File: config.mk
export PLATFORM = sky130hd
export DESIGN_NAME = mesh_attribute_index_decoder_top
export DESIGN_NICKNAME = d
export VERILOG_FILES = /design/src/rtl/maid_pkg.sv /design/src/rtl/mesh_attribute_index_decoder_top.sv
export VERILOG_INCLUDE_DIRS = /design/src /design/src/rtl
export SDC_FILE = /design/constraint.sdc
export NUM_CORES = 2
export LEC_CHECK = 0
export BUFFER_PORTS_ARGS = -buffer_cell sky130_fd_sc_hd__buf_2
export CAP_MARGIN = 20
export CORE_AREA = 2 2 332 334
export CTS_CLUSTER_DIAMETER = 80
export DETAILED_ROUTE_END_ITERATION = 10
export DIE_AREA = 0 0 334 336
export GPL_TIMING_DRIVEN = 1
export SYNTH_ARGS = -nofsm -noshare
export SYNTH_HDL_FRONTEND = slang
export SYNTH_SLANG_ARGS = --single-unit
File: constraint.sdc
create_clock -name aclk -period 8.93 [get_ports aclk]
set_input_delay 0.893 -clock aclk [delete_from_list [all_inputs] [get_ports aclk]]
set_output_delay 0.893 -clock aclk [all_outputs]
set_load 0.01 [all_outputs]
File: src/rtl/assert_macros.svh
// shared assertion shorthands
`ifndef ASSERT_MACROS_SVH
`define ASSERT_MACROS_SVH

// antecedent implies consequent in the same cycle
`define AST_IMPLY(name, clk, rst_n, ante, cons) \
    name: assert property (@(posedge clk) disable iff (!rst_n) (ante) |-> (cons)) \
        else $error("implication check failed");

// condition must never hold
`define AST_NEVER(name, clk, rst_n, cond) \
    name: assert property (@(posedge clk) disable iff (!rst_n) !(cond)) \
        else $error("forbidden condition seen");

`endif

File: src/rtl/maid_pkg.sv
package maid_pkg;

    // configuration register indexes
    localparam logic [2:0] REG_VERTEX_COUNT   = 3'd0;
    localparam logic [2:0] REG_TRIANGLE_COUNT = 3'd1;
    localparam logic [2:0] REG_OFFSETS_LO     = 3'd2;
    localparam logic [2:0] REG_OFFSETS_HI     = 3'd3;
    localparam logic [2:0] REG_SCALES_A       = 3'd4;
    localparam logic [2:0] REG_SCALES_B       = 3'd5;
    localparam logic [2:0] REG_SCALES_C       = 3'd6;
    localparam logic [2:0] REG_SCALES_D       = 3'd7;

    localparam int OutDataW = 104;
    localparam logic [16:0] HwMax = 17'h1FFFF;
    localparam logic [47:0] ScaledMax = 48'h7FFF_FFFF_FFFF;
    localparam logic [47:0] ScaledMin = 48'h8000_0000_0000;

    // decoded item waiting for the scale multiply
    typedef struct packed {
        logic        is_index;
        logic [2:0]  channel;
        logic [17:0] item_number;
        logic [16:0] attrib_raw;
        logic [31:0] scale;
        logic [15:0] index_value;
        logic        index_error;
        logic        mesh_done;
    } dec_item_t;

endpackage

File: src/rtl/mesh_attribute_index_decoder_top.sv
// Mesh attribute and index decoder. Each 16-bit code unit on s_tdata is one transfer; a mesh
// is CHANNELS attribute runs of vertex_count zigzag deltas followed by 3*triangle_count
// high-water-mark index codes. One code unit is taken every clock cycle unless m_tready
// stalls the pipeline (input, decode and scale multiply registers); the only loop-carried
// work is the 16-bit running sum and the counters, all updated in the decode stage. m_tuser
// is 1 on index results and m_tlast marks the final index of a mesh. Codes consumed while
// both counts are zero give no result. Configuration is written through the cfg channel
// (always ready) and should only change while the block is idle.
module mesh_attribute_index_decoder_top #(
    parameter int CHANNELS = 8
) (
    input  logic                        aclk,
    input  logic                        aresetn,
    input  logic                        s_tvalid,
    output logic                        s_tready,
    input  logic [15:0]                 s_tdata,   // code_unit
    output logic                        m_tvalid,
    input  logic                        m_tready,
    // channel[2:0], item_number[20:3], attrib_raw[37:21], attrib_scaled[85:38],
    // index_value[101:86], index_error[102], zero[103]
    output logic [maid_pkg::OutDataW-1:0] m_tdata,
    output logic                        m_tuser,   // is_index
    output logic                        m_tlast,   // mesh_done
    input  logic                        cfg_valid,
    output logic                        cfg_ready,
    input  logic [2:0]                  cfg_index,
    input  logic [63:0]                 cfg_data
);
    import maid_pkg::*;

    localparam logic [2:0] LastCh = 3'(CHANNELS - 1);

    // configuration
    logic [15:0] nv_reg;
    logic [15:0] tc_reg;
    logic [63:0] off_lo_reg;
    logic [63:0] off_hi_reg;
    logic [63:0] scales_reg [4];

    // decoder state
    logic        phase_reg;
    logic [2:0]  ch_reg;
    logic [17:0] pos_reg;
    logic [15:0] rv_reg;
    logic [16:0] hw_reg;

    logic        in_v_reg;
    logic [15:0] code_reg;
    logic        p2_v_reg;
    dec_item_t   p2_reg;
    logic        m_v_reg;
    logic [OutDataW-1:0] m_data_reg;
    logic        m_user_reg;
    logic        m_last_reg;

    logic out_adv, p2_adv, in_adv, fire;

    assign out_adv  = !m_v_reg || m_tready;
    assign p2_adv   = !p2_v_reg || out_adv;
    assign in_adv   = !in_v_reg || p2_adv;
    assign fire     = in_v_reg && p2_adv;
    assign s_tready = in_adv;
    assign cfg_ready = 1'b1;

    always_ff @(posedge aclk) begin
        if (!aresetn) begin
            nv_reg     <= '0;
            tc_reg     <= '0;
            off_lo_reg <= '0;
            off_hi_reg <= '0;
            for (int i = 0; i < 4; i++) begin
                scales_reg[i] <= '0;
            end
        end else if (cfg_valid) begin
            unique case (cfg_index)
                REG_VERTEX_COUNT:   nv_reg <= cfg_data[15:0];
                REG_TRIANGLE_COUNT: tc_reg <= cfg_data[15:0];
                REG_OFFSETS_LO:     off_lo_reg <= cfg_data;
                REG_OFFSETS_HI:     off_hi_reg <= cfg_data;
                REG_SCALES_A:       scales_reg[0] <= cfg_data;
                REG_SCALES_B:       scales_reg[1] <= cfg_data;
                REG_SCALES_C:       scales_reg[2] <= cfg_data;
                REG_SCALES_D:       scales_reg[3] <= cfg_data;
                default: ;
            endcase
        end
    end

    // decode
    logic [17:0] ni;
    logic        ph_next;
    logic [2:0]  ch_next;
    logic [17:0] pos_next;
    logic [15:0] rv_next;
    logic [16:0] hw_next;
    logic        emit;
    dec_item_t   p2_next;
    logic [15:0] delta;
    logic [63:0] off_word;
    logic [15:0] off_val;
    logic [63:0] scale_word;

    assign ni    = {1'b0, tc_reg, 1'b0} + {2'b00, tc_reg};
    assign delta = {1'b0, code_reg[15:1]} ^ {16{code_reg[0]}};

    always_comb begin
        ph_next  = phase_reg;
        ch_next  = ch_reg;
        pos_next = pos_reg;
        rv_next  = rv_reg;
        hw_next  = hw_reg;
        emit     = 1'b1;
        p2_next  = '0;
        off_word = '0;
        off_val  = '0;
        scale_word = '0;

        // close a finished run or mesh before handling the code
        if (!ph_next) begin
            if (nv_reg == 16'd0) begin
                ph_next = 1'b1; ch_next = '0; pos_next = '0; rv_next = '0; hw_next = '0;
            end else if (pos_next >= {2'b00, nv_reg}) begin
                pos_next = '0;
                rv_next  = '0;
                if (ch_next == LastCh) begin
                    ph_next = 1'b1; ch_next = '0; hw_next = '0;
                end else begin
                    ch_next = ch_next + 3'd1;
                end
            end
        end
        if (ph_next && pos_next >= ni) begin
            ch_next = '0; pos_next = '0; rv_next = '0; hw_next = '0;
            if (nv_reg == 16'd0 && ni == 18'd0) begin
                ph_next = 1'b0;
                emit    = 1'b0;
            end else begin
                ph_next = (nv_reg == 16'd0);
            end
        end

        if (emit) begin
            if (!ph_next) begin
                rv_next    = rv_next + delta;
                off_word   = ch_next[2] ? off_hi_reg : off_lo_reg;
                off_val    = off_word[ch_next[1:0]*16 +: 16];
                scale_word = scales_reg[ch_next[2:1]];
                p2_next.channel     = ch_next;
                p2_next.item_number = pos_next;
                p2_next.attrib_raw  = {rv_next[15], rv_next} + {off_val[15], off_val};
                p2_next.scale       = scale_word[ch_next[0]*32 +: 32];
                pos_next = pos_next + 18'd1;
                if (pos_next >= {2'b00, nv_reg}) begin
                    pos_next = '0;
                    rv_next  = '0;
                    if (ch_next == LastCh) begin
                        ch_next = '0;
                        hw_next = '0;
                        // no index section: go straight on to the next mesh
                        ph_next = (ni != 18'd0);
                    end else begin
                        ch_next = ch_next + 3'd1;
                    end
                end
            end else begin
                p2_next.is_index    = 1'b1;
                p2_next.item_number = pos_next;
                p2_next.index_value = hw_next[15:0] - code_reg;
                p2_next.index_error = {1'b0, code_reg} > hw_next;
                if (code_reg == 16'd0 && hw_next != HwMax) begin
                    hw_next = hw_next + 17'd1;
                end
                pos_next = pos_next + 18'd1;
                if (pos_next >= ni) begin
                    p2_next.mesh_done = 1'b1;
                    ph_next = 1'b0; ch_next = '0; pos_next = '0; rv_next = '0; hw_next = '0;
                end
            end
        end
    end

    always_ff @(posedge aclk) begin
        if (!aresetn) begin
            phase_reg <= 1'b0;
            ch_reg    <= '0;
            pos_reg   <= '0;
            rv_reg    <= '0;
            hw_reg    <= '0;
        end else if (fire) begin
            phase_reg <= ph_next;
            ch_reg    <= ch_next;
            pos_reg   <= pos_next;
            rv_reg    <= rv_next;
            hw_reg    <= hw_next;
        end
    end

    // scale multiply and saturation
    logic signed [48:0] prod;
    logic [47:0] scaled;

    assign prod = $signed(p2_reg.attrib_raw) * $signed(p2_reg.scale);

    always_comb begin
        if (prod[48] != prod[47]) begin
            scaled = prod[48] ? ScaledMin : ScaledMax;
        end else begin
            scaled = prod[47:0];
        end
    end

    always_ff @(posedge aclk) begin
        if (!aresetn) begin
            in_v_reg <= 1'b0;
            p2_v_reg <= 1'b0;
            m_v_reg  <= 1'b0;
        end else begin
            if (in_adv) begin
                in_v_reg <= s_tvalid;
            end
            if (p2_adv) begin
                p2_v_reg <= in_v_reg && emit;
            end
            if (out_adv) begin
                m_v_reg <= p2_v_reg;
            end
        end
    end

    always_ff @(posedge aclk) begin
        if (in_adv) begin
            code_reg <= s_tdata;
        end
        if (p2_adv) begin
            p2_reg <= p2_next;
        end
        if (out_adv) begin
            m_data_reg <= {1'b0, p2_reg.index_error, p2_reg.index_value, scaled,
                           p2_reg.attrib_raw, p2_reg.item_number, p2_reg.channel};
            m_user_reg <= p2_reg.is_index;
            m_last_reg <= p2_reg.mesh_done;
        end
    end

    assign m_tvalid = m_v_reg;
    assign m_tdata  = m_data_reg;
    assign m_tuser  = m_user_reg;
    assign m_tlast  = m_last_reg;

`include "assert_macros.svh"

    `AST_IMPLY(a_ch_in_range, aclk, aresetn, 1'b1, ch_reg <= LastCh)
    `AST_IMPLY(a_done_on_index, aclk, aresetn, m_tvalid && m_tlast, m_tuser)
    `AST_IMPLY(a_index_fields_clear, aclk, aresetn, m_tvalid && m_tuser,
               m_tdata[37:0] == {17'd0, m_tdata[20:3], 3'd0} && m_tdata[85:38] == 48'd0)
    `AST_IMPLY(a_attrib_fields_clear, aclk, aresetn, m_tvalid && !m_tuser,
               m_tdata[103:86] == 18'd0 && !m_tlast)
    `AST_NEVER(a_index_phase_rv, aclk, aresetn, phase_reg && rv_reg != 16'd0)

endmodule

== Word level (Yosys, flattened, before mapping) ==
Memories as Yosys holds them, arrays and structs flattened.
Cells that the tools add are included.

* Add/sub/neg operators: 8
* Multiply operators: 1
* $lt $le $gt $ge: 5
* Equal/unequal tests: 11
* Shift operators: 2
* Multiplexer cells: 76
* Bitwise gates (word level): 6
* Reductions and logical operators: 22

{| class="wikitable"
|+ Operator list
! kind !! number
|-
| $mux W64 || 5
|-
| $mux W17 || 11
|-
| $mux W18 || 8
|-
| $mux W16 || 8
|-
| $mux W48 || 2
|-
| $shiftx A64 B7 Y16 || 1
|-
| $shiftx A64 B7 Y32 || 1
|-
| $mul A17 B32 Y49 || 1
|-
| $ge A18 B16 Y1 || 2
|-
| $ge A18 B18 Y1 || 2
|-
| $logic_not A16 Y1 || 2
|-
| $mux W1 || 32
|-
| $mux W3 || 10
|-
| $add A17 B16 Y18 || 1
|-
| $add A18 B1 Y18 const B || 1
|-
| $eq A3 B3 Y1 const B || 6
|-
| $logic_not A18 Y1 || 1
|-
| $reduce_bool A18 Y1 || 1
|-
| $add A16 B16 Y17 || 1
|-
| $add A17 B1 Y17 const B || 1
|-
| $gt A16 B17 Y1 || 1
|-
| $ne A17 B17 Y1 const B || 1
|-
| $add A16 B16 Y16 || 1
|-
| $sub A16 B16 Y16 || 1
|-
| 13 further kinds || 30
|}

* Register bits after elaboration: 428
* RAM bits: 256
* Input bits: 88
* Output and inout bits: 109
* Word-level logic and storage cells: 156
* Memories kept: 1

{| class="wikitable"
|+ Memory list
! memory !! words !! width !! rd ports !! clocked after memory_dff !! write ports !! line !! source
|-
| scales_reg || 4 || 64 || 1 || 0 || 4 || mesh_attribute_index_decoder_top.sv:38 || <nowiki>logic [63:0] scales_reg [4];</nowiki>
|}

== Depth between registers and ports, before layout ==
* Word-level depth: 13
* Depth in mapped cells: 38
* Gate-level depth less buffers: 36

== Worst setup path after synthesis ==
OpenSTA, ideal clock, no wires.

* Path kind: reg-to-reg
* Start point: reg tc_reg[1]
* End point: reg pos_reg[9]
* Setup time: 65 ps
* Data arrival time: 7607 ps
* Data required time: 8865 ps
* Path slack: 1258 ps
* Cell stages (with the launch flop): 38
* Cells stage by stage: dfxtp_1 > ha_1 > fa_1 > a21o_1 > a21oi_1 > o21bai_1 > a2111oi_2 > o31a_1 > o21ai_0 > a21oi_1 > ha_1 > and4_1 > a221oi_1 > and2_1 > o2bb2ai_2 > clkbuf_1 > clkbuf_1 > and2_1 > [2 not listed] > nand4_1 > nor2_1 > nand2_1 > xor2_1 > nor2_1 > ha_1 > a21o_1 > a21oi_1 > o21ai_0 > a21o_1 > a211o_1 > or3_1 > buf_6 > mux2_4 > nor2_8 > buf_6 > a22oi_2 > nor2_2

* Longest elaborated chain between the ends: 9
* Elaborated cells between the ends (all ways): 17
* Those cells by class: add/sub: 2; order compare: 3; mux: 9; reduce/logical: 3

{| class="wikitable"
|+ Ends and longest elaborated chain
! item !! line !! source
|-
| from (decl) || mesh_attribute_index_decoder_top.sv:35 || <nowiki>logic [15:0] tc_reg;</nowiki>
|-
| from (signal assigned) || mesh_attribute_index_decoder_top.sv:77 || <nowiki>REG_TRIANGLE_COUNT: tc_reg <= cfg_data[15:0];</nowiki>
|-
| $add A17 B16 Y18 (*) || mesh_attribute_index_decoder_top.sv:103 || <nowiki>assign ni = {1'b0, tc_reg, 1'b0} + {2'b00, tc_reg};</nowiki>
|-
| $ge A18 B18 Y1 || mesh_attribute_index_decoder_top.sv:132 || <nowiki>if (ph_next && pos_next >= ni) begin</nowiki>
|-
| $logic_and A1 B1 Y1 || mesh_attribute_index_decoder_top.sv:132 ||
|-
| $mux W18 || mesh_attribute_index_decoder_top.sv:132 ||
|-
| $add A18 B1 Y18 || mesh_attribute_index_decoder_top.sv:152, mesh_attribute_index_decoder_top.sv:173 ||
|-
| $ge A18 B16 Y1 / $ge A18 B18 Y1 (equally long branches) || mesh_attribute_index_decoder_top.sv:153, mesh_attribute_index_decoder_top.sv:174 ||
|-
| $mux W18, on equally long branches || mesh_attribute_index_decoder_top.sv:153, mesh_attribute_index_decoder_top.sv:174 ||
|-
| $mux W18 || mesh_attribute_index_decoder_top.sv:143 || <nowiki>if (!ph_next) begin</nowiki>
|-
| $mux W18 (*) || mesh_attribute_index_decoder_top.sv:142 || <nowiki>if (emit) begin</nowiki>
|-
| to (signal assigned) || mesh_attribute_index_decoder_top.sv:192 || <nowiki>pos_reg <= pos_next;</nowiki>
|-
| to (decl) || mesh_attribute_index_decoder_top.sv:43 || <nowiki>logic [17:0] pos_reg;</nowiki>
|}

Every way passes the cells marked *; elsewhere a longest branch is shown, timed or not.
A chain may end at the register's enable or synchronous reset.

== Worst setup path after layout ==
* Start point: reg pos_reg[12]
* End point: reg p2_reg[64] (netlist bit) (data pin)

* Longest elaborated chain between the ends: 10
* Elaborated cells between the ends (all ways): 25
* Those cells by class: add/sub: 2; order compare: 2; shift: 1; mux: 17; bitwise: 1; reduce/logical: 2

{| class="wikitable"
|+ Ends and longest elaborated chain
! item !! line !! source
|-
| $ge A18 B16 Y1 || mesh_attribute_index_decoder_top.sv:122 || <nowiki>end else if (pos_next >= {2'b00, nv_reg}) begin</nowiki>
|-
| $mux W18 || mesh_attribute_index_decoder_top.sv:122 ||
|-
| $mux W18 || mesh_attribute_index_decoder_top.sv:120 || <nowiki>if (nv_reg == 16'd0) begin</nowiki>
|-
| $mux W18 || mesh_attribute_index_decoder_top.sv:119 || <nowiki>if (!ph_next) begin</nowiki>
|-
| $ge A18 B18 Y1 || mesh_attribute_index_decoder_top.sv:132 ||
|-
| $logic_and A1 B1 Y1 || mesh_attribute_index_decoder_top.sv:132 ||
|-
| $mux W3 || mesh_attribute_index_decoder_top.sv:132 ||
|-
| $mux W64 || mesh_attribute_index_decoder_top.sv:145 || <nowiki>off_word = ch_next[2] ? off_hi_reg : off_lo_reg;</nowiki>
|-
| $shiftx A64 B7 Y16 || mesh_attribute_index_decoder_top.sv:146 || <nowiki>off_val = off_word[ch_next[1:0]*16 +: 16];</nowiki>
|-
| $add A16 B16 Y17 || mesh_attribute_index_decoder_top.sv:150 || <nowiki>p2_next.attrib_raw = {rv_next[15], rv_next} + {off_val[15], off_val};</nowiki>
|-
| to (signal assigned) || mesh_attribute_index_decoder_top.sv:235 || <nowiki>p2_reg <= p2_next;</nowiki>
|-
| to (decl) || mesh_attribute_index_decoder_top.sv:50 || <nowiki>dec_item_t p2_reg;</nowiki>
|}

Several ways; a longest one is shown, not always the timed one.

==> results.sh <==
export IMPL_initial_antenna_violation_count=11
export IMPL_clock_transition_at_the_registers_of_the_reported_paths_ps=60
export IMPL_max_clock_freq_ghz=0.120
export IMPL_drt_first_iter_violations=2870
export IMPL_synth_warnings=0
export IMPL_drv_slew=0
export IMPL_pwr_share_seq_pct=26.0
export IMPL_synth_top_cell_area_share_pct=27.1
export IMPL_grt_first_pass_wirelength_mm=225
export IMPL_synth_ff_type="edfxtp_1"
export IMPL_end_of_the_worst_register_to_register_path="p2_reg[64]"
export IMPL_place_gp_congestion=0.900
export IMPL_post_route_cell_area_sq_um=56900
export IMPL_coreArea_sq_um=108000
export IMPL_syn_instance_count=5298
export IMPL_setup_tns_final_ps=0
export IMPL_worstMarginPinSlew_ps=1130
export IMPL_r2r_start="pos_reg[12]"
export IMPL_synth_edf_count=466
export IMPL_synth_seq_area_share_pct=35.5
export IMPL_p_int_mw=9.91
export IMPL_dpl_cell_count=6745
export IMPL_worstPathRequired_ps=9420
export IMPL_yosys_register_bits=684
export IMPL_async_reset_ff_share_pct=0
export IMPL_post_route_cells_drive_above_1_share_pct=9.08
export IMPL_filler_cell_count=9881
export IMPL_tritoncts="yes"
export IMPL_fin_crit_ps=8360
export IMPL_floorplan_rows=121
export IMPL_syn_avg_cell_area_sq_um=9.75
export IMPL_io_pins=197
export IMPL_post_route_drc_violation_count=0
export IMPL_clkSinkCount=684
export IMPL_fin_hold_ws_ps=406
export IMPL_drv_cap=0
export IMPL_cp_top_family="compound AO/OA/AOI/OAI gates"
export IMPL_flow_area_growth_from_synthesis_pct=10.1
export IMPL_fp_dieArea_sq_um=112000
export IMPL_final_hold_viol_count=0
export IMPL_die_h_um=336
export IMPL_placed_cell_area_sq_um=54300
export IMPL_number_of_global_route_vias_before_repair=38300
export IMPL_netlist_top_cells_area="edfxtp_1 (27%), fa_1 (20%), dfxtp_1 (8.4%)"
export IMPL_initial_cell_density_of_the_core_pct=47.7
export IMPL_num_nets_final=6295
export IMPL_ctsRootBufferMaster="clkbuf_16"
export IMPL_timing_critical_path_from_type="flop"
export IMPL_synth_top_cell_by_area="edfxtp_1"
export IMPL_r2r_slack_ps=570
export IMPL_mappedNetlistNets=6181
export IMPL_reg2regPathDepth=31
export IMPL_reported_leakage_power_nw=23.9
export IMPL_cp_num_buf_inv=2
export IMPL_buffer_ports_inserted=194
export IMPL_post_synth_instance_area_sq_um=51700
export IMPL_post_dp_hpwl_mm=104
export IMPL_hold_start="s_tdata[0]"
export IMPL_power_switching_fraction_pct=44.6
export IMPL_min_delay_path_depth=1
export IMPL_crit_slowest_cell="a32oi_2"
export IMPL_number_of_library_cell_types_mapped_by_synthesis=94
export IMPL_totalWireLength_mm=145
export IMPL_die_width_um=334
export IMPL_power_switching_mw=7.96
export IMPL_stdcell_count=6893
export IMPL_largest_reg_flops=256
export IMPL_pwr_dens_nw_per_um2=314
export IMPL_crit_end_element="flop"
export IMPL_routed_wire_length_per_instance_um=21.0
export IMPL_detail_route_first_pass_iterations=6
export IMPL_relSlewSlack_pct=24.9
export IMPL_grt_start_max_net_pins=131
export IMPL_routed_via_density=5.48
export IMPL_share_comb_of_total_power_pct=56.4
export IMPL_rsz0062_at_grt="false"
export IMPL_final_core_util_pct=52.5
export IMPL_hold_end="code_reg[0]"
export IMPL_worstHoldPathType="primary input to flop"
export IMPL_clock_power_share_pct=17.6
export IMPL_vias=37700
export IMPL_setup_viol=0
export IMPL_cts_htree_levels=3
export IMPL_worstSetupPathDepth=31
export IMPL_route_antenna_remaining_nets=0
export IMPL_critical_path_most_common_cell="a21oi_1"
export IMPL_outcome="finished, final reports clean"
export IMPL_crit_fanout=20
export IMPL_worstSetupPathType="flop to flop"
export IMPL_clk_latency_ps=690
export IMPL_worst_ir_drop_vdd_mv=0.519
export IMPL_cts_buffers=77
export IMPL_cp_arrival_ps=8850
export IMPL_cts_max_path_buffers=3
export IMPL_max_stage_delay_ps=780
export IMPL_global_route_overflow_total=0
export IMPL_clock_skew_ps=50.7
export IMPL_fin_crit_sh_pct=93.6
export IMPL_gr_usage_all_layers_pct=26.0
==> cell usage after synthesis (20+ instances only) <==
master and count:
a21o_1 65, o21bai_1 20, xnor2_1 64, and2_1 508
a32o_1 35, nor2_1 120, nand3_1 143, dfxtp_1 218
clkbuf_1 235, nor3_1 42, nand4_1 26, edfxtp_1 466
xor2_1 48, inv_1 588, nand2b_1 48, nor2b_1 52
ha_1 270, a211oi_1 44, nand2_1 1023, o21ai_0 97
a21oi_1 300, fa_1 525, a31oi_1 41, mux2i_1 38
==> per-stage QoR <==
step / setup WS, ps / total power, mW
CTS: 291 / 18.0
global placement: 392 / 14.6
finish: 569 / 17.9
detailed placement: 363 / 14.8
global route: 8.64 / 19.4
floorplan: 1260 / 11.7
==> layout by cell type, fill, tap and decap left out, drive strengths merged, types with 65 or more instances in the layout <==
cell / n
and2: 509
buf: 302
nand3: 144
a21oi: 301
edfxtp: 466
clkbuf: 102
dfxtp: 218
nor2: 132
inv: 596
nand2: 1023
ha: 270
fa: 525
o21ai: 109
xnor2: 65
a21o: 65
==> final cells by class <==
class / instances / area (sq um) / area share, %
Multi-Input combinational cell: 3755 / 30200 / 53.1
Timing Repair Buffer: 302 / 1820 / 3.20
Sequential cell: 684 / 18400 / 32.3
Tap cell: 1414 / 1770 / 3.11
Clock buffer: 102 / 2090 / 3.68
Antenna cell: 3 / 7.51 / 0.0132
Clock inverter: 41 / 417 / 0.732
Inverter: 592 / 2230 / 3.92
==> logic make-up (layout without fill, tap and decap cells) <==
| logic type | Yosys count | in the layout | share of synthesized area, % |
|---|---|---|---|
| adder cells (fa/ha/maj) | 804 | 804 | 27.1 |
| other | 2 | 5 | 0.0145 |
| XOR/XNOR | 113 | 113 | 1.93 |
| AND/OR/NAND/NOR | 2049 | 2049 | 19.0 |
| buffers and inverters | 859 | 1037 | 6.34 |
| multiplexers | 41 | 41 | 0.814 |
| AO/OA/AOI/OAI | 746 | 746 | 9.31 |
| flip-flops | 684 | 684 | 35.5 |
==> per-layer routing <==
| layer | vias up | global-route usage (%) | routed length, um |
|---|---|---|---|
| li1 | 17600 | - | - |
| met1 | 18800 | 34.2 | 62000 |
| met2 | 1072 | 44.3 | 70200 |
| met3 | 242 | 3.74 | 7990 |
| met4 | 6 | 8.25 | 4320 |
| met5 | - | 0 | 42 |
==> worst register-to-register path: cells and delay by family (launching register included) <==
kind            cells  cell delay [ps]
compound gates     19             4480
flops               1              410
simple gates        5             1220
buf+inv             2              400
fa+ha+maj           5             1670
==> power groups by stage <==
stage          registers (mW)  logic, mW  clock network (mW)
6_report                 4.64       10.1                3.15
5_1_grt                  4.67       11.4                3.33
4_1_cts                  4.63       10.2                3.21
3_5_place_dp             4.70       10.1                   0
3_3_place_gp             4.70       9.89                   0
2_1_floorplan            4.53       7.17                   0
==> worst max-delay path by stage <==
| stage | start | end | slack [ps] |
|---|---|---|---|
| 6_report | pos_reg[12] | p2_reg[64] | 570 |
| 5_1_grt | p2_reg[34] | m_tdata[38] | 9 |
| 4_1_cts | tc_reg[1] | ch_reg[2] | 290 |
| 3_5_place_dp | tc_reg[1] | ch_reg[2] | 360 |
| 3_3_place_gp | tc_reg[1] | ch_reg[2] | 390 |
| 2_1_floorplan | tc_reg[1] | pos_reg[9] | 1260 |
==> what timing repair did <==
| action | in CTS | in global routing |
|---|---|---|
| resized for setup | 0 | 2 |
| buffers inserted | 0 | 2 |
| setup endpoints to repair | 0 | 59 |
| hold buffers | 0 | 0 |
No activity file was read; power rests on OpenSTA's default activity.
